**config.mk**
```make
export PLATFORM = sky130hd
export DESIGN_NAME = inline_emphasis_markup_parser
export DESIGN_NICKNAME = d
export VERILOG_FILES = /design/src/sv/iemp_pkg.sv /design/src/sv/inline_emphasis_markup_parser.sv
export SDC_FILE = /design/constraint.sdc
export NUM_CORES = 1
export LEC_CHECK = 0
export BUFFER_PORTS_ARGS = -buffer_cell sky130_fd_sc_hd__buf_2
export CAP_MARGIN = 15
export CORE_ASPECT_RATIO = 2
export CORE_MARGIN = 4
export CORE_UTILIZATION = 45
export CTS_CLUSTER_SIZE = 12
export DETAILED_ROUTE_END_ITERATION = 8
export HOLD_SLACK_MARGIN = 0.06
export PLACE_DENSITY = 0.72
export RECOVER_POWER = 25
export SYNTH_ARGS = -nofsm -noshare
export SYNTH_HDL_FRONTEND = slang
export SYNTH_SLANG_ARGS = --single-unit
```
**constraint.sdc**
```tcl
create_clock -name i_clk -period 6.6 [get_ports i_clk]
set_input_delay 1.32 -clock i_clk [delete_from_list [all_inputs] [get_ports i_clk]]
set_output_delay 1.32 -clock i_clk [all_outputs]
set_load 0.02 [all_outputs]
```
**src/sv/iemp_pkg.sv**
```systemverilog
// ----------------------------------------------------------------------------
// iemp_pkg
// Shared types and constants for the inline emphasis markup parser: the
// request and result structures, the pending marker codes and the marker bytes.
// ----------------------------------------------------------------------------
package iemp_pkg;

    // Marker bytes.
    localparam logic [7:0] CH_STAR      = 8'h2A;
    localparam logic [7:0] CH_BACKTICK  = 8'h60;
    localparam logic [7:0] CH_TILDE     = 8'h7E;
    localparam logic [7:0] CH_BACKSLASH = 8'h5C;

    // Result queue geometry.
    localparam int unsigned QDEPTH = 4;
    localparam int unsigned QPTR_W = $clog2(QDEPTH);
    localparam int unsigned QCNT_W = $clog2(QDEPTH + 1);

    // Marker held while the next byte decides its meaning.
    typedef enum logic [2:0] {
        PEND_NONE  = 3'd0,
        PEND_ESC   = 3'd1,
        PEND_STAR1 = 3'd2,
        PEND_STAR2 = 3'd3,
        PEND_TILDE = 3'd4
    } t_pend;

    // One input request.
    typedef struct packed {
        logic [7:0] char_byte;
        logic       label_last;
    } t_req;

    // One result item.
    typedef struct packed {
        logic       has_char;
        logic [7:0] char_out;
        logic       is_bold;
        logic       is_italic;
        logic       is_code;
        logic       is_strike;
        logic       span_start;
        logic       label_end;
        logic       run_last;
    } t_res;

    // Builds a visible-character result with the given style flags.
    function automatic t_res mk_char(input logic [7:0] ch, input logic bold,
                                     input logic ital, input logic code,
                                     input logic strike, input logic sb);
        t_res r;
        r.has_char   = 1'b1;
        r.char_out   = ch;
        r.is_bold    = bold;
        r.is_italic  = ital;
        r.is_code    = code;
        r.is_strike  = strike;
        r.span_start = sb;
        r.label_end  = 1'b0;
        r.run_last   = 1'b0;
        return r;
    endfunction

endpackage

```
**src/sv/inline_emphasis_markup_parser.sv**
```systemverilog
// ----------------------------------------------------------------------------
// inline_emphasis_markup_parser
// Streams a label one byte per request and returns each visible character
// tagged with bold, italic, code and strikethrough flags.
// ----------------------------------------------------------------------------
// Throughput: one byte per cycle. A byte that yields two results is offered as two
// results; the four-entry result queue absorbs them, and input stalls while three or
// more results wait, from output backpressure or from a run of two-result bytes.
// Reset (synchronous, active low) clears all style state, the pending marker and
// the result queue; the first character after reset starts a span.
module inline_emphasis_markup_parser
    import iemp_pkg::*;
(
    input  logic i_clk,
    input  logic i_rst_n,
    input  logic i_in_valid,
    output logic o_in_stall,
    input  t_req i_in_req,
    output logic o_out_valid,
    input  logic i_out_stall,
    output t_res o_out_res
);

    // Parser state.
    logic  r_bold, r_ital, r_code, r_strike, r_sb;
    t_pend r_pend;
    logic  n_bold, n_ital, n_code, n_strike, n_sb;
    t_pend n_pend;

    // Results of the current request.
    t_res       c_res [2];
    logic [1:0] c_num;

    // Result queue.
    t_res              r_q [QDEPTH];
    logic [QPTR_W-1:0] r_wr, r_rd;
    logic [QCNT_W-1:0] r_cnt;

    logic in_acc, out_acc;

    assign o_in_stall  = (r_cnt > QCNT_W'(QDEPTH - 2));
    assign in_acc      = i_in_valid && !o_in_stall;
    assign o_out_valid = (r_cnt != '0);
    assign out_acc     = o_out_valid && !i_out_stall;
    assign o_out_res   = r_q[r_rd];

    // Decode one byte against the current state.
    always_comb begin
        logic [7:0] b;
        logic       do_fresh, lit_tilde, emit_b;
        b         = i_in_req.char_byte;
        do_fresh  = 1'b0;
        lit_tilde = 1'b0;
        emit_b    = 1'b0;
        n_bold    = r_bold;
        n_ital    = r_ital;
        n_code    = r_code;
        n_strike  = r_strike;
        n_sb      = r_sb;
        n_pend    = r_pend;
        c_num     = 2'd0;
        c_res[0]  = '0;
        c_res[1]  = '0;

        if (r_code) begin
            // Inside a code span only a backtick is special.
            if (b == CH_BACKTICK) begin
                n_code = 1'b0;
                n_sb   = 1'b1;
            end else begin
                emit_b = 1'b1;
            end
        end else begin
            n_pend = PEND_NONE;
            unique case (r_pend)
                PEND_ESC: begin
                    emit_b = 1'b1;
                end
                PEND_STAR1: begin
                    if (b == CH_STAR) begin
                        n_pend = PEND_STAR2;
                    end else begin
                        n_ital   = ~n_ital;
                        n_sb     = 1'b1;
                        do_fresh = 1'b1;
                    end
                end
                PEND_STAR2: begin
                    n_sb = 1'b1;
                    if (b == CH_STAR) begin
                        n_bold = ~n_bold;
                        n_ital = ~n_ital;
                    end else begin
                        n_bold   = ~n_bold;
                        do_fresh = 1'b1;
                    end
                end
                PEND_TILDE: begin
                    if (b == CH_TILDE) begin
                        n_strike = ~n_strike;
                        n_sb     = 1'b1;
                    end else begin
                        lit_tilde = 1'b1;
                        do_fresh  = 1'b1;
                    end
                end
                default: begin
                    do_fresh = 1'b1;
                end
            endcase
        end

        // A lone tilde comes out ahead of the byte that follows it.
        if (lit_tilde) begin
            c_res[0] = mk_char(CH_TILDE, n_bold, n_ital, n_code, n_strike, n_sb);
            n_sb     = 1'b0;
            c_num    = 2'd1;
        end

        // Byte seen with nothing pending.
        if (do_fresh) begin
            case (b)
                CH_BACKSLASH: n_pend = PEND_ESC;
                CH_STAR:      n_pend = PEND_STAR1;
                CH_TILDE:     n_pend = PEND_TILDE;
                CH_BACKTICK: begin
                    n_code = 1'b1;
                    n_sb   = 1'b1;
                end
                default:      emit_b = 1'b1;
            endcase
        end

        if (emit_b && c_num != 2'd2) begin
            c_res[c_num[0]] = mk_char(b, n_bold, n_ital, n_code, n_strike, n_sb);
            n_sb            = 1'b0;
            c_num           = c_num + 2'd1;
        end

        // End of label: resolve the pending marker, then return to reset state.
        if (i_in_req.label_last) begin
            unique case (n_pend)
                PEND_ESC: begin
                    if (c_num != 2'd2) begin
                        c_res[c_num[0]] = mk_char(CH_BACKSLASH, n_bold, n_ital,
                                                  n_code, n_strike, n_sb);
                        c_num           = c_num + 2'd1;
                    end
                end
                PEND_TILDE: begin
                    if (c_num != 2'd2) begin
                        c_res[c_num[0]] = mk_char(CH_TILDE, n_bold, n_ital,
                                                  n_code, n_strike, n_sb);
                        c_num           = c_num + 2'd1;
                    end
                end
                default: begin
                end
            endcase
            if (c_num == 2'd0) begin
                c_res[0] = '0;
                c_num    = 2'd1;
            end
            c_res[c_num[1]].label_end = 1'b1;
            n_bold   = 1'b0;
            n_ital   = 1'b0;
            n_code   = 1'b0;
            n_strike = 1'b0;
            n_pend   = PEND_NONE;
            n_sb     = 1'b1;
        end

        if (c_num != 2'd0) begin
            c_res[c_num[1]].run_last = 1'b1;
        end
    end

    // State registers advance on each accepted request.
    always_ff @(posedge i_clk) begin
        if (!i_rst_n) begin
            r_bold   <= 1'b0;
            r_ital   <= 1'b0;
            r_code   <= 1'b0;
            r_strike <= 1'b0;
            r_pend   <= PEND_NONE;
            r_sb     <= 1'b1;
        end else if (in_acc) begin
            r_bold   <= n_bold;
            r_ital   <= n_ital;
            r_code   <= n_code;
            r_strike <= n_strike;
            r_pend   <= n_pend;
            r_sb     <= n_sb;
        end
    end

    // Queue storage takes up to two results per request.
    always_ff @(posedge i_clk) begin
        if (in_acc && c_num != 2'd0) begin
            r_q[r_wr] <= c_res[0];
            if (c_num == 2'd2) begin
                r_q[r_wr + QPTR_W'(1)] <= c_res[1];
            end
        end
    end

    // Queue pointers and fill count.
    always_ff @(posedge i_clk) begin
        if (!i_rst_n) begin
            r_wr  <= '0;
            r_rd  <= '0;
            r_cnt <= '0;
        end else begin
            if (in_acc) begin
                r_wr <= r_wr + QPTR_W'(c_num);
            end
            if (out_acc) begin
                r_rd <= r_rd + QPTR_W'(1);
            end
            r_cnt <= r_cnt + (in_acc ? QCNT_W'(c_num) : '0) - QCNT_W'(out_acc);
        end
    end

endmodule

```
Word level (Yosys, flattened, before mapping)
Memories as Yosys holds them, arrays and structs flattened. A register that Yosys moved wholly into a read port is not among the register bits.
Cells that the tools add are included.
- flip-flop bits (word level): 15
- bits in latches: 0
- memory bits (writable): 64
- bits in read-only memories: 0
- input bits: 13
- output and inout bits: 18
- word-level logic and storage cells: 144
- memories: 1
- add/sub/neg operators: 7
- multipliers: 0
- divide/modulo/power cells: 0
- magnitude comparators: 9
- eq/ne operators: 13
- shift operators: 0
- multiplexer cells: 82
- bitwise operators: 7
- reduce and logical (&&, ||, !) cells: 16
- memory list (memory ; depth ; width ; read ports ; clocked after Yosys merged registers in ; write ports ; line ; source):
    r_q ; 4 ; 16 ; 1 ; 1 ; 2 ; inline_emphasis_markup_parser.sv:35 ; t_res r_q [QDEPTH];
- operators by type and width (operator ; count):
    $mux 32 ; 6
    $bwmux 32 ; 5
    $mux 16 ; 5
    $demux 16 s1 ; 4
    $pmux 32 s2 ; 1
    $mux 1 ; 41
    $mux 2 ; 13
    $eq 8x7->1 const B ; 3
    $mux 3 ; 3
    $pmux 3 s3 ; 1
    $add 2x1->2 const B ; 4
    $eq 8x6->1 const B ; 1
    $ge 2x2->1 const B ; 4
    $logic_and 1x1->1 ; 8
    $lt 2x1->1 const B ; 4
    $not 1->2 ; 4
    $eq 3x1->1 const B ; 2
    $eq 3x2->1 const B ; 2
    $eq 3x3->1 const B ; 2
    $pmux 1 s3 ; 2
    $ne 2x2->1 const B ; 2
    $reduce_or 2->1 ; 2
    $reduce_or 4->1 ; 1
    $add 3x2->3 ; 1
    other kinds (10) ; 13

Longest topological paths before layout
Gate-level depths: netlist of the first run.
- depth in word-level cells: 24
- mapped depth: 18

Least setup slack after synthesis of the first run
OpenSTA, ideal clock, no wires.
- path type: input to register
- from: input port i_in_req[4] in the netlist's numbering
- to: memory r_q[3][0] in the netlist's numbering (enable)
- setup time: 0.414 ns
- data arrival time: 4.853 ns
- data required time: 6.186 ns
- path slack: 1.333 ns
- stages: 10
- buffers on the path: 0
- path through: or4b_2 o21ai_0 o311ai_1 inv_1 ha_1 nand2b_1 a21oi_1 a211o_4 nand3b_1 a21boi_0
- RTL lines (element ; line ; source):
    start: declaration ; inline_emphasis_markup_parser.sv:18 ; input t_req i_in_req,
    end: declaration ; inline_emphasis_markup_parser.sv:35 ;

==> results.md, run 1 <==
* Antenna violations before repair at 0
* Asr flop ratio synth at 0
* RR Startpoint: r_pend[0]
* HP Class: reg2reg
* Slew Limit Headroom at 0.232
* CTS buffer count at 9
* Root buffer selected by CTS: clkbuf_16
* Site Rows at 52
* Post-CTS Hold Buffers at 0
* CTS clk-pin slew, worst paths at 0.06 ns
* Worst-case reg-to-reg path depth at 12
* Setup Viol. Count Final at 0
* Mean routed wirelength per cell at 19.1 µm
* Detail-routed via count per cell at 5.77
* Clock buffer depth at 2
* CP Capture Type: flip-flop
* Post-Syn Area at 4760 µm²
* Post-CTS Setup Bufs at 0
* Largest net degree at the start of global routing at 18
* Crit path time final at 5.45 ns
* Die Width at 80.7 µm
* Area Overhead vs Synth at 9.96%
* Antenna diode count at 0
* Fillers at 917
* Routed Wire Length at 10,500 µm
* Drt first pass iters at 5
* TritonCTS clock tree: done
* Leak Pwr at 1.92 nW
* Detail Placement HPWL at 7820 µm
* Via count at 3,180
* Area leader, netlist: edfxtp_1
* NumNets Final at 432
* Skew final at 0.00320 ns
* Largest cells by area after synthesis: edfxtp_1 (40%), mux2i_1 (11%), mux4_2 (7.6%)
* Clk Latency, worst-skew pair at 0.34 ns
* Min-delay src: r_strike
* Critical path fanouts, max at 9
* Most frequent cells after synthesis: edfxtp_1 (64), mux2i_1 (53), nand2_1 (39)
* RSZ-0062 raised after global routing: false
* Most frequent cell after synthesis: edfxtp_1
* Placer Congestion at 0.937
* Max_cap viols at 0
* Synth warn at 0
* Initial core utilization at 0.466
* PostCTS Resize Cnt at 0
* Core ar. at 10,200 µm²
* TritonCTS Sinks at 81
* # H-tree levels at 3
* Avg Cell Area, Syn at 12.5 µm²
* Global route overflow at 0
* Post-synth EDFFs at 64
* Full die area at 12,400 µm²
* Outcome: finished, final reports clean
* Ports at 31
* Setup TNS at 0 ns
* Die H at 153 µm
* Library cells used by synthesis at 66
* Worst hold endpoint: r_strike
* Antenna-violating nets left at 0
* Post-Synthesis Cells at 382
* Tot GR Track Use at 0.186
* Reg-to-reg endpoint: r_q[0][7]
* Layout cells sized above 1 at 0.166
* Top FF cell, synth: edfxtp_1
* Critical Path Start Type: input port
* First-pass GRT wire length at 17,200 µm
* Port bufs at 30
* DRC violations left at 0
* PD cells at 282 nW/µm²
* Synth top area share at 0.404
* Worst-margin pin slew at 1.14 ns
* Max-slew violation count at 0
* Part of the cycle the worst path needs at 0.825
* Peak VDD IR at 0.000130 V
* Syn Nets at 403
* Setup slack, reg-to-reg at 2.07 ns
* Final Hold Vio Count at 0
* Post-synthesis sequential area ratio at 0.475
* CP Class: in2reg
* Crit path arrival time at 5.49 ns
* Flop and latch count out of synthesis at 81
* Drt first-iter violations at 212
* Fmax at 184 MHz
* WP data required at 6.64 ns
* Vias in the first global route at 3,296
* Final Core Density at 0.512
* Hold Crit Depth at 2
==> how the worst max path moves through the flow <==
stage | start | to | slack (ns) | depth (start not counted)
after global placement | i_in_req[4] | r_cnt[2] | 1.41 | 19
after global routing | i_in_req[3] | r_q[0][14] | 0.94 | 13
after CTS | i_in_req[4] | r_cnt[2] | 1.60 | 19
after floorplan | i_in_req[4] | r_q[3][0] | 1.33 | 10
final | i_in_req[3] | r_q[0][7] | 1.15 | 13
after detailed placement | i_in_req[4] | r_cnt[2] | 1.24 | 19
==> critical path: stages <==
cell and delay, ns:
clkbuf_1 0.15, or4b_2 0.69, o21ai_0 0.38, o311ai_0 0.21
clkbuf_1 0.25, inv_1 0.14, ha_1 0.28, nand2b_1 0.17
a21oi_1 0.16, a211o_1 0.39, clkinv_8 0.15, nor4_1 0.99
mux2i_1 0.19
==> power breakdown <==
part	internal, mW	switching, mW	total (mW)
clock	0.291	0.194	0.485
sequential	0.606	0.0305	0.637
combinational	0.148	0.208	0.355
==> placed cells by master, fill, tap and decap left out, types with 3 or more instances in the layout <==
master     instances
edfxtp_1          64
mux2i_1           53
nand2_1           39
clkbuf_1          22
a21oi_1           17
dfxtp_1           17
mux4_2            16
o21ai_0           12
nor2_1            11
buf_2             11
nor2b_1           10
inv_1              9
clkbuf_16          9
nand3_1            7
nor3_1             7
a21o_1             7
ha_1               7
xnor2_1            6
nor3b_1            5
or2_2              5
a22oi_1            5
or3_1              4
and2_1             4
nand3b_1           4
o21a_1             4
clkinv_2           4
nor4b_1            3
nand2b_1           3
and2_0             3
buf_4              3
==> cell type report <==
cell class                 count  area, µm²  share of cell area
timing repair buffer          35        156              0.0299
clock buffer                  10        229              0.0437
clock inverter                 6       58.8              0.0112
inverter                      10       50.0             0.00956
multi-input combinational    274       2310               0.441
sequential                    81       2260               0.432
tap                          135        169              0.0323
==> cell families after synthesis <==
kind of cell | share of synthesized area
compound gates | 0.0886
fa+ha+maj | 0.0226
xor+xnor | 0.0181
buf+inv | 0.0334
flops | 0.475
simple gates | 0.175
mux | 0.187
==> metrics by stage <==
stage	std cells	area, µm²	worst slack, ns	total power, mW	hold WS (ns)
2_1_floorplan	382	4760	1.33	0.914	0.496
3_3_place_gp	535	5010	1.41	1.02	0.535
3_5_place_dp	535	5010	1.24	1.02	0.549
4_1_cts	551	5300	1.60	1.50	0.562
5_1_grt	551	5230	0.940	1.55	0.590
6_report	551	5230	1.15	1.48	0.559
==> routing by layer <==
metal,vias up,global-route usage,routed length [µm]
li1,1508,-,-
met1,1571,0.185,3670
met2,73,0.356,6200
met3,28,0.0330,324
met4,0,0.0870,313
met5,-,0,0
==> state kept, by name, indices dropped and copies added (netlist names), named ones only <==
register	flops
r_bold	1
r_cnt	3
r_code	1
r_ital	1
r_pend	3
r_q	64
r_rd	2
r_sb	1
r_strike	1
r_wr	2
Note: power is estimated with default switching activity, not from simulation.
==> run 2: changes to the inputs <==
--- a/config.mk
+++ b/config.mk
@@ -13,7 +13,7 @@
 export CTS_CLUSTER_SIZE = 12
 export DETAILED_ROUTE_END_ITERATION = 8
 export HOLD_SLACK_MARGIN = 0.06
-export PLACE_DENSITY = 0.72
+export PLACE_DENSITY = 0.75
 export RECOVER_POWER = 25
 export SYNTH_ARGS = -nofsm -noshare
 export SYNTH_HDL_FRONTEND = slang
==> constraint.sdc (replaced) <==
create_clock -name i_clk -period 5 [get_ports i_clk]
set_input_delay 1 -clock i_clk [delete_from_list [all_inputs] [get_ports i_clk]]
set_output_delay 1 -clock i_clk [all_outputs]
set_load 0.02 [all_outputs]
==> results.md, run 2 (same netlist as run 1, synthesis figures left out) <==
* Outcome: finished, final reports clean
* Root buffer selected by CTS: clkbuf_16
* Max reg flops at 64
* First-pass GRT wire length at 17,800 µm
* Final hold slack at 0.571 ns
* Post-CTS Hold Buffers at 0
* Worst-margin pin slew at 1.20 ns
* Switching Fraction at 0.292
* Power Total at 2.03 mW
* Most common cell after layout, fill and taps aside: edfxtp_1
* Slew Limit Headroom at 0.196
* CTS buffer count at 9
* Met3 WL at 332 µm
* Detail Placement HPWL at 8130 µm
* WP data required at 5.23 ns
* Antenna diode count at 0
* P_sw at 0.592 mW
* Critical path fanouts, max at 8
* Skew final at 0.00700 ns
* Hold Crit Depth at 2
* Largest net degree at the start of global routing at 18
* Ports at 31
* Reg-to-reg endpoint: r_cnt[2]
* Fmax at 218 MHz
* Most common cell on crit path: ha_1
* Internal power at 1.44 mW
* Routed Wire Length at 10,900 µm
* Setup Viol. Count Final at 0
* Drt first pass iters at 4
* CP Class: in2reg
* Die H at 153 µm
* Clk Latency, worst-skew pair at 0.34 ns
* Part of the cycle the worst path needs at 0.919
* Core ar. at 10,200 µm²
* Uppermost routed layer: met4
* Peak VDD IR at 0.000186 V
* # H-tree levels at 3
* Most frequent cells in the layout: edfxtp_1 (64), mux2i_1 (53), nand2_1 (39), clkbuf_1 (20)
* Power share of the clock group at 0.353
* Mean routed wirelength per cell at 19.4 µm
* Max-slew violation count at 0
* Area Overhead vs Synth at 12.1%
* Vias in the first global route at 3,447
* Bufs and invs on worst path at 4
* Setup TNS at 0 ns
* Crit path cell chain: clkbuf_1 > or4b_2 > o21ai_0 > o311ai_0 > inv_1 > ha_1 > nand2b_1 > a21oi_1 > a211o_4 > clkinv_8 > nand2_1 > ha_1 > inv_1 > ha_1 > fa_1 > xnor2_1 > xnor2_1 > and2_1
* PD cells at 380 nW/µm²
* Global route overflow at 0
* Met1 WL at 3820 µm
* Met2 wire length at 6250 µm
* RSZ-0062 raised after global routing: false
* Crit path time final at 4.60 ns
* Placer Congestion at 0.913
* Crit-path slowest cell: or4b_2
* Biggest register: r_q
* Fin area at 5340 µm²
* HP Class: reg2reg
* Die Width at 80.7 µm
* Register share of total power at 0.426
* Stages on the worst setup path at 18
* Full die area at 12,400 µm²
* PostCTS Resize Cnt at 0
* Worst-case reg-to-reg path depth at 17
* Placed Area at 5080 µm²
* Post-CTS Setup Bufs at 0
* Detail-routed via count per cell at 5.83
* CP startpoint: i_in_req[3]
* Setup crit end: r_cnt[2]
* Via count at 3,266
* Drt first-iter violations at 183
* Crit path arrival time at 4.82 ns
* Logic pwr share at 0.220
* Delay-heaviest family, CP: adder cells
* Site Rows at 52
* Initial core utilization at 0.466
* NumNets Final at 441
* Final Hold Vio Count at 0
* Tot GR Track Use at 0.189
* Largest registers: r_q x64, r_cnt x3, r_pend x3
* Port bufs at 30
* Layout cells sized above 1 at 0.186
* CP Capture Type: flip-flop
* Min-delay src: r_sb
* TritonCTS clock tree: done
* DRC violations left at 0
* Antenna-violating nets left at 0
* Max_cap viols at 0
* Antenna violations before repair at 0
* Clock buffer depth at 2
* Leak Pwr at 1.94 nW
* CTS clk-pin slew, worst paths at 0.06 ns
* Setup slack, reg-to-reg at 0.82 ns
* Max stage delay on crit path at 0.70 ns
* Critical Path Start Type: input port
* RR Startpoint: r_pend[1]
* TritonCTS Sinks at 81
## run 2: cell count changes in the layout (fill, tap and decap cells not counted), moves of 2 or more
cell        change
clkinv_2        -4
clkinvlp_4      +2
inv_6           +2
buf_4           +9
clkbuf_1        -2
## run 2: worst min path at each step
| stage | to | slack [ns] |
|---|---|---|
| 2_1_floorplan | r_sb | 0.50 |
| 3_3_place_gp | r_ital | 0.54 |
| 3_5_place_dp | r_sb | 0.56 |
| 4_1_cts | r_sb | 0.57 |
| 5_1_grt | r_bold | 0.63 |
| 6_report | r_sb | 0.57 |
## run 2: worst reg2reg max path, delay by kind of cell, from the launching register on
kind                       cells  cell delay (ns)
and+or+nand+nor                4             0.54
buffers and inverters          4             0.37
xor gates and xnor gates       2             0.27
AOI/OAI and AO/OA              3             1.13
adders and majority gates      4             1.23
DFF                            1             0.51
## run 2: stage by stage
| stage | setup slack [ns] | std cells | util |
|---|---|---|---|
| floorplan | 0.0533 | 382 | - |
| global placement | 0.331 | 544 | 0.497 |
| detailed placement | 0.174 | 544 | 0.497 |
| CTS | 0.507 | 560 | 0.529 |
| global route | 0.145 | 560 | 0.522 |
| finish | 0.404 | 560 | 0.522 |
## run 2: layout make-up
cell class	count	area, µm²
clock buffers	9	225
clock inverters	7	101
inverters	10	50.0
repair buffers	44	225
flip-flops and latches	81	2260
well taps	135	169
fillers	908	4880
multi-input cells	274	2300
## run 2: layer usage
metal | vias to the layer above | track usage
met2 | 79 | 0.360
met4 | 0 | 0.103
li1 | 1530 | -
met1 | 1621 | 0.187
met3 | 36 | 0.0271
met5 | - | 0
## run 2: power by group through the flow
stage | Clock [mW] | Combinational [mW] | Sequential, mW
floorplan | 0 | 0.376 | 0.830
global placement | 0 | 0.466 | 0.879
detailed placement | 0 | 0.477 | 0.883
CTS | 0.726 | 0.479 | 0.869
global route | 0.751 | 0.489 | 0.877
finish | 0.716 | 0.447 | 0.864
==> run 3: changes to the inputs <==
--- a/config.mk
+++ b/config.mk
@@ -5,6 +5,7 @@
 export SDC_FILE = /design/constraint.sdc
 export NUM_CORES = 1
 export LEC_CHECK = 0
+export ABC_AREA = 1
 export BUFFER_PORTS_ARGS = -buffer_cell sky130_fd_sc_hd__buf_2
 export CAP_MARGIN = 15
 export CORE_ASPECT_RATIO = 2
@@ -13,7 +14,7 @@
 export CTS_CLUSTER_SIZE = 12
 export DETAILED_ROUTE_END_ITERATION = 8
 export HOLD_SLACK_MARGIN = 0.06
-export PLACE_DENSITY = 0.75
+export PLACE_DENSITY = 0.74
 export RECOVER_POWER = 25
 export SYNTH_ARGS = -nofsm -noshare
 export SYNTH_HDL_FRONTEND = slang
==> results.md, run 3 <==
* Outcome: finished, final reports clean
* RR Startpoint: r_pend[0]
* Global route overflow at 0
* Place WS at 0.536 ns
* Site Rows at 55
* Largest net degree at the start of global routing at 61
* Fmax at 229 MHz
* Clk Latency, worst-skew pair at 0.34 ns
* Detail-routed via count per cell at 5.61
* Leak Pwr at 2.36 nW
* Crit path time final at 4.36 ns
* Most common cell after layout, fill and taps aside: nand2_1
* TritonCTS Sinks at 81
* Post-Syn Area at 5130 µm²
* Skew final at 0.0109 ns
* Library cells used by synthesis at 33
* Tot GR Track Use at 0.213
* Drt first-iter violations at 332
* Core ar. at 11,200 µm²
* Fillers at 1,070
* Drt first pass iters at 5
* Crit path arrival time at 4.45 ns
* Root buffer selected by CTS: clkbuf_16
* Peak VDD IR at 0.000179 V
* Largest registers: r_q x64, r_cnt x3, r_pend x3
* Final Hold Vio Count at 0
* Most frequent cells in the layout: nand2_1 (193), nor2_1 (73), edfxtp_1 (64), nand4_1 (60)
* CTS clk-pin slew, worst paths at 0.07 ns
* Worst-case reg-to-reg path depth at 18
* Antenna diode count at 0
* Post-CTS Setup Bufs at 0
* PostCTS Resize Cnt at 0
* CP startpoint: i_in_req[8]
* Asr flop ratio synth at 0
* Top FF cell, synth: edfxtp_1
* Synth warn at 0
* Uppermost routed layer: met4
* Biggest register: r_q
* Setup TNS at 0 ns
* RSZ-0062 raised after global routing: false
* Vias in the first global route at 4,530
* Setup Viol. Count Final at 0
* Setup slack, reg-to-reg at 1.24 ns
* Most frequent cell after synthesis: nand2_1
* Largest cells by area after synthesis: edfxtp_1 (37%), nand2_1 (14%), nand4_1 (7.3%)
* Initial core utilization at 0.458
* Final hold slack at 0.465 ns
* Clock buffer depth at 2
* Final Worst Setup Slack at 0.637 ns
* Crit-path slowest cell: buf_4
* Die H at 159 µm
* Post-CTS Hold Buffers at 0
* Avg Cell Area, Syn at 7.70 µm²
* Reg-to-reg endpoint: r_q[2][8]
* Layout cells sized above 1 at 0.0937
* Inst Count DP at 820
* Max stage delay on crit path at 0.52 ns
* Max_cap viols at 0
* Met2 wire length at 7980 µm
* Antenna violations before repair at 0
* Post-synthesis sequential area ratio at 0.441
* Hold Crit Depth at 2
* CTS buffer count at 9
* Die Width at 83.5 µm
* Ports at 31
* Routed Wire Length at 14,100 µm
* TritonCTS clock tree: done
* WP data required at 5.09 ns
* Detail Placement HPWL at 10,500 µm
* HP Class: reg2reg
* PD cells at 390 nW/µm²
* Placer Congestion at 0.948
* Antenna-violating nets left at 0
* Post-synth EDFFs at 64
* Flop and latch count out of synthesis at 81
* Synth top area share at 0.374
* Post-Layout Cell Count at 836
* Port bufs at 30
* Met1 WL at 5030 µm
* Critical path fanouts, max at 60
* CP Capture Type: flip-flop
* NumNets Final at 710
* Final Core Density at 0.507
* Max reg flops at 64
* CP Class: in2reg
* Most common cell on crit path: nand2_1
* Syn Nets at 688
* Mean routed wirelength per cell at 16.8 µm
* Crit path cell chain: buf_2 > inv_1 > nand2_1 > nor3_1 > nand4_1 > inv_1 > nor2_1 > nor2_1 > nand2_1 > inv_1 > ha_1 > inv_1 > nand2_1 > nand2_1 > nand3_1 > nand2_1 > buf_4 > nand3_4 > clkbuf_1 > nand2_1 > nand2_1
* DRC violations left at 0
* Multi-input logic area at 2460 µm²
* Worst-margin pin slew at 1.35 ns
* Area Overhead vs Synth at 10.7%
* Critical Path Start Type: input port
* Slew Limit Headroom at 0.0998
* Full die area at 13,300 µm²
* Most frequent cells after synthesis: nand2_1 (192), nor2_1 (73), edfxtp_1 (64)
* First-pass GRT wire length at 22,700 µm
* Setup crit end: r_q[2][8]
* Via count at 4,686
* Post-Synthesis Cells at 667
* Met3 WL at 434 µm
* Storage cell area at 2260 µm²
* Area leader, netlist: edfxtp_1
* Part of the cycle the worst path needs at 0.873
* Max-slew violation count at 0
* # H-tree levels at 3
## run 3: cell count changes after synthesis, moves of 10 or more
| cell | previous run | this run |
|---|---|---|
| nand3_1 | 7 | 27 |
| inv_1 | 9 | 49 |
| o21ai_0 | 12 | 50 |
| nor2_1 | 11 | 73 |
| mux4_2 | 16 | 0 |
| mux2i_1 | 53 | 0 |
| nor2b_1 | 10 | 0 |
| nand2_1 | 39 | 192 |
| o22ai_1 | 0 | 17 |
| nand4_1 | 1 | 60 |
## run 3: stage by stage
stage	total power [mW]	cell area, µm²
after floorplan	1.31	5130
after global placement	1.50	5390
after detailed placement	1.52	5390
after CTS	2.25	5720
after global routing	2.34	5680
final	2.22	5680
## run 3: cell families (layout without fill, tap and decap cells)
group	Yosys count	in the layout	share of synthesized area
and+or+nand+nor	377	377	0.336
adders and majority gates	8	8	0.0210
AOI/OAI and AO/OA	105	105	0.116
xor gates and xnor gates	4	4	0.00682
DFF	81	81	0.441
buffers and inverters	92	119	0.0792
## run 3: power breakdown
part | internal [mW] | leakage [nW] | switching [mW] | total (mW)
Sequential | 0.825 | 0.712 | 0.0367 | 0.861
Clock | 0.448 | 0.160 | 0.282 | 0.730
Combinational | 0.174 | 1.49 | 0.452 | 0.626
Total | 1.45 | 2.36 | 0.771 | 2.22
## run 3: routing by layer
layer,global-route usage,up-vias
met5,0,-
met4,0.109,0
met3,0.0259,43
met2,0.419,134
met1,0.212,2168
li1,-,2341
## run 3: area by class of cell
cell class,instances,area share
multi-input cells,494,0.433
flip-flops and latches,81,0.398
repair buffers,46,0.0412
clock buffers,9,0.0396
inverters,57,0.0376
well taps,142,0.0313
clock inverters,7,0.0189
## run 3: critical path, delay by kind of cell
kind / cells / cell delay [ns]
buffers and inverters: 7 / 1.66
AND/OR/NAND/NOR: 13 / 1.44
adder cells (fa/ha/maj): 1 / 0.31
## run 3: worst min-delay path by stage
stage               startpoint   endpoint  slack (ns)
detailed placement     r_rd[1]    r_rd[1]        0.46
CTS                    r_rd[1]    r_rd[1]        0.47
global route           r_rd[1]  flip-flop        0.51
global placement       r_rd[1]    r_rd[1]        0.45
floorplan              r_rd[1]  flip-flop        0.44
finish                 r_rd[1]    r_rd[1]        0.47
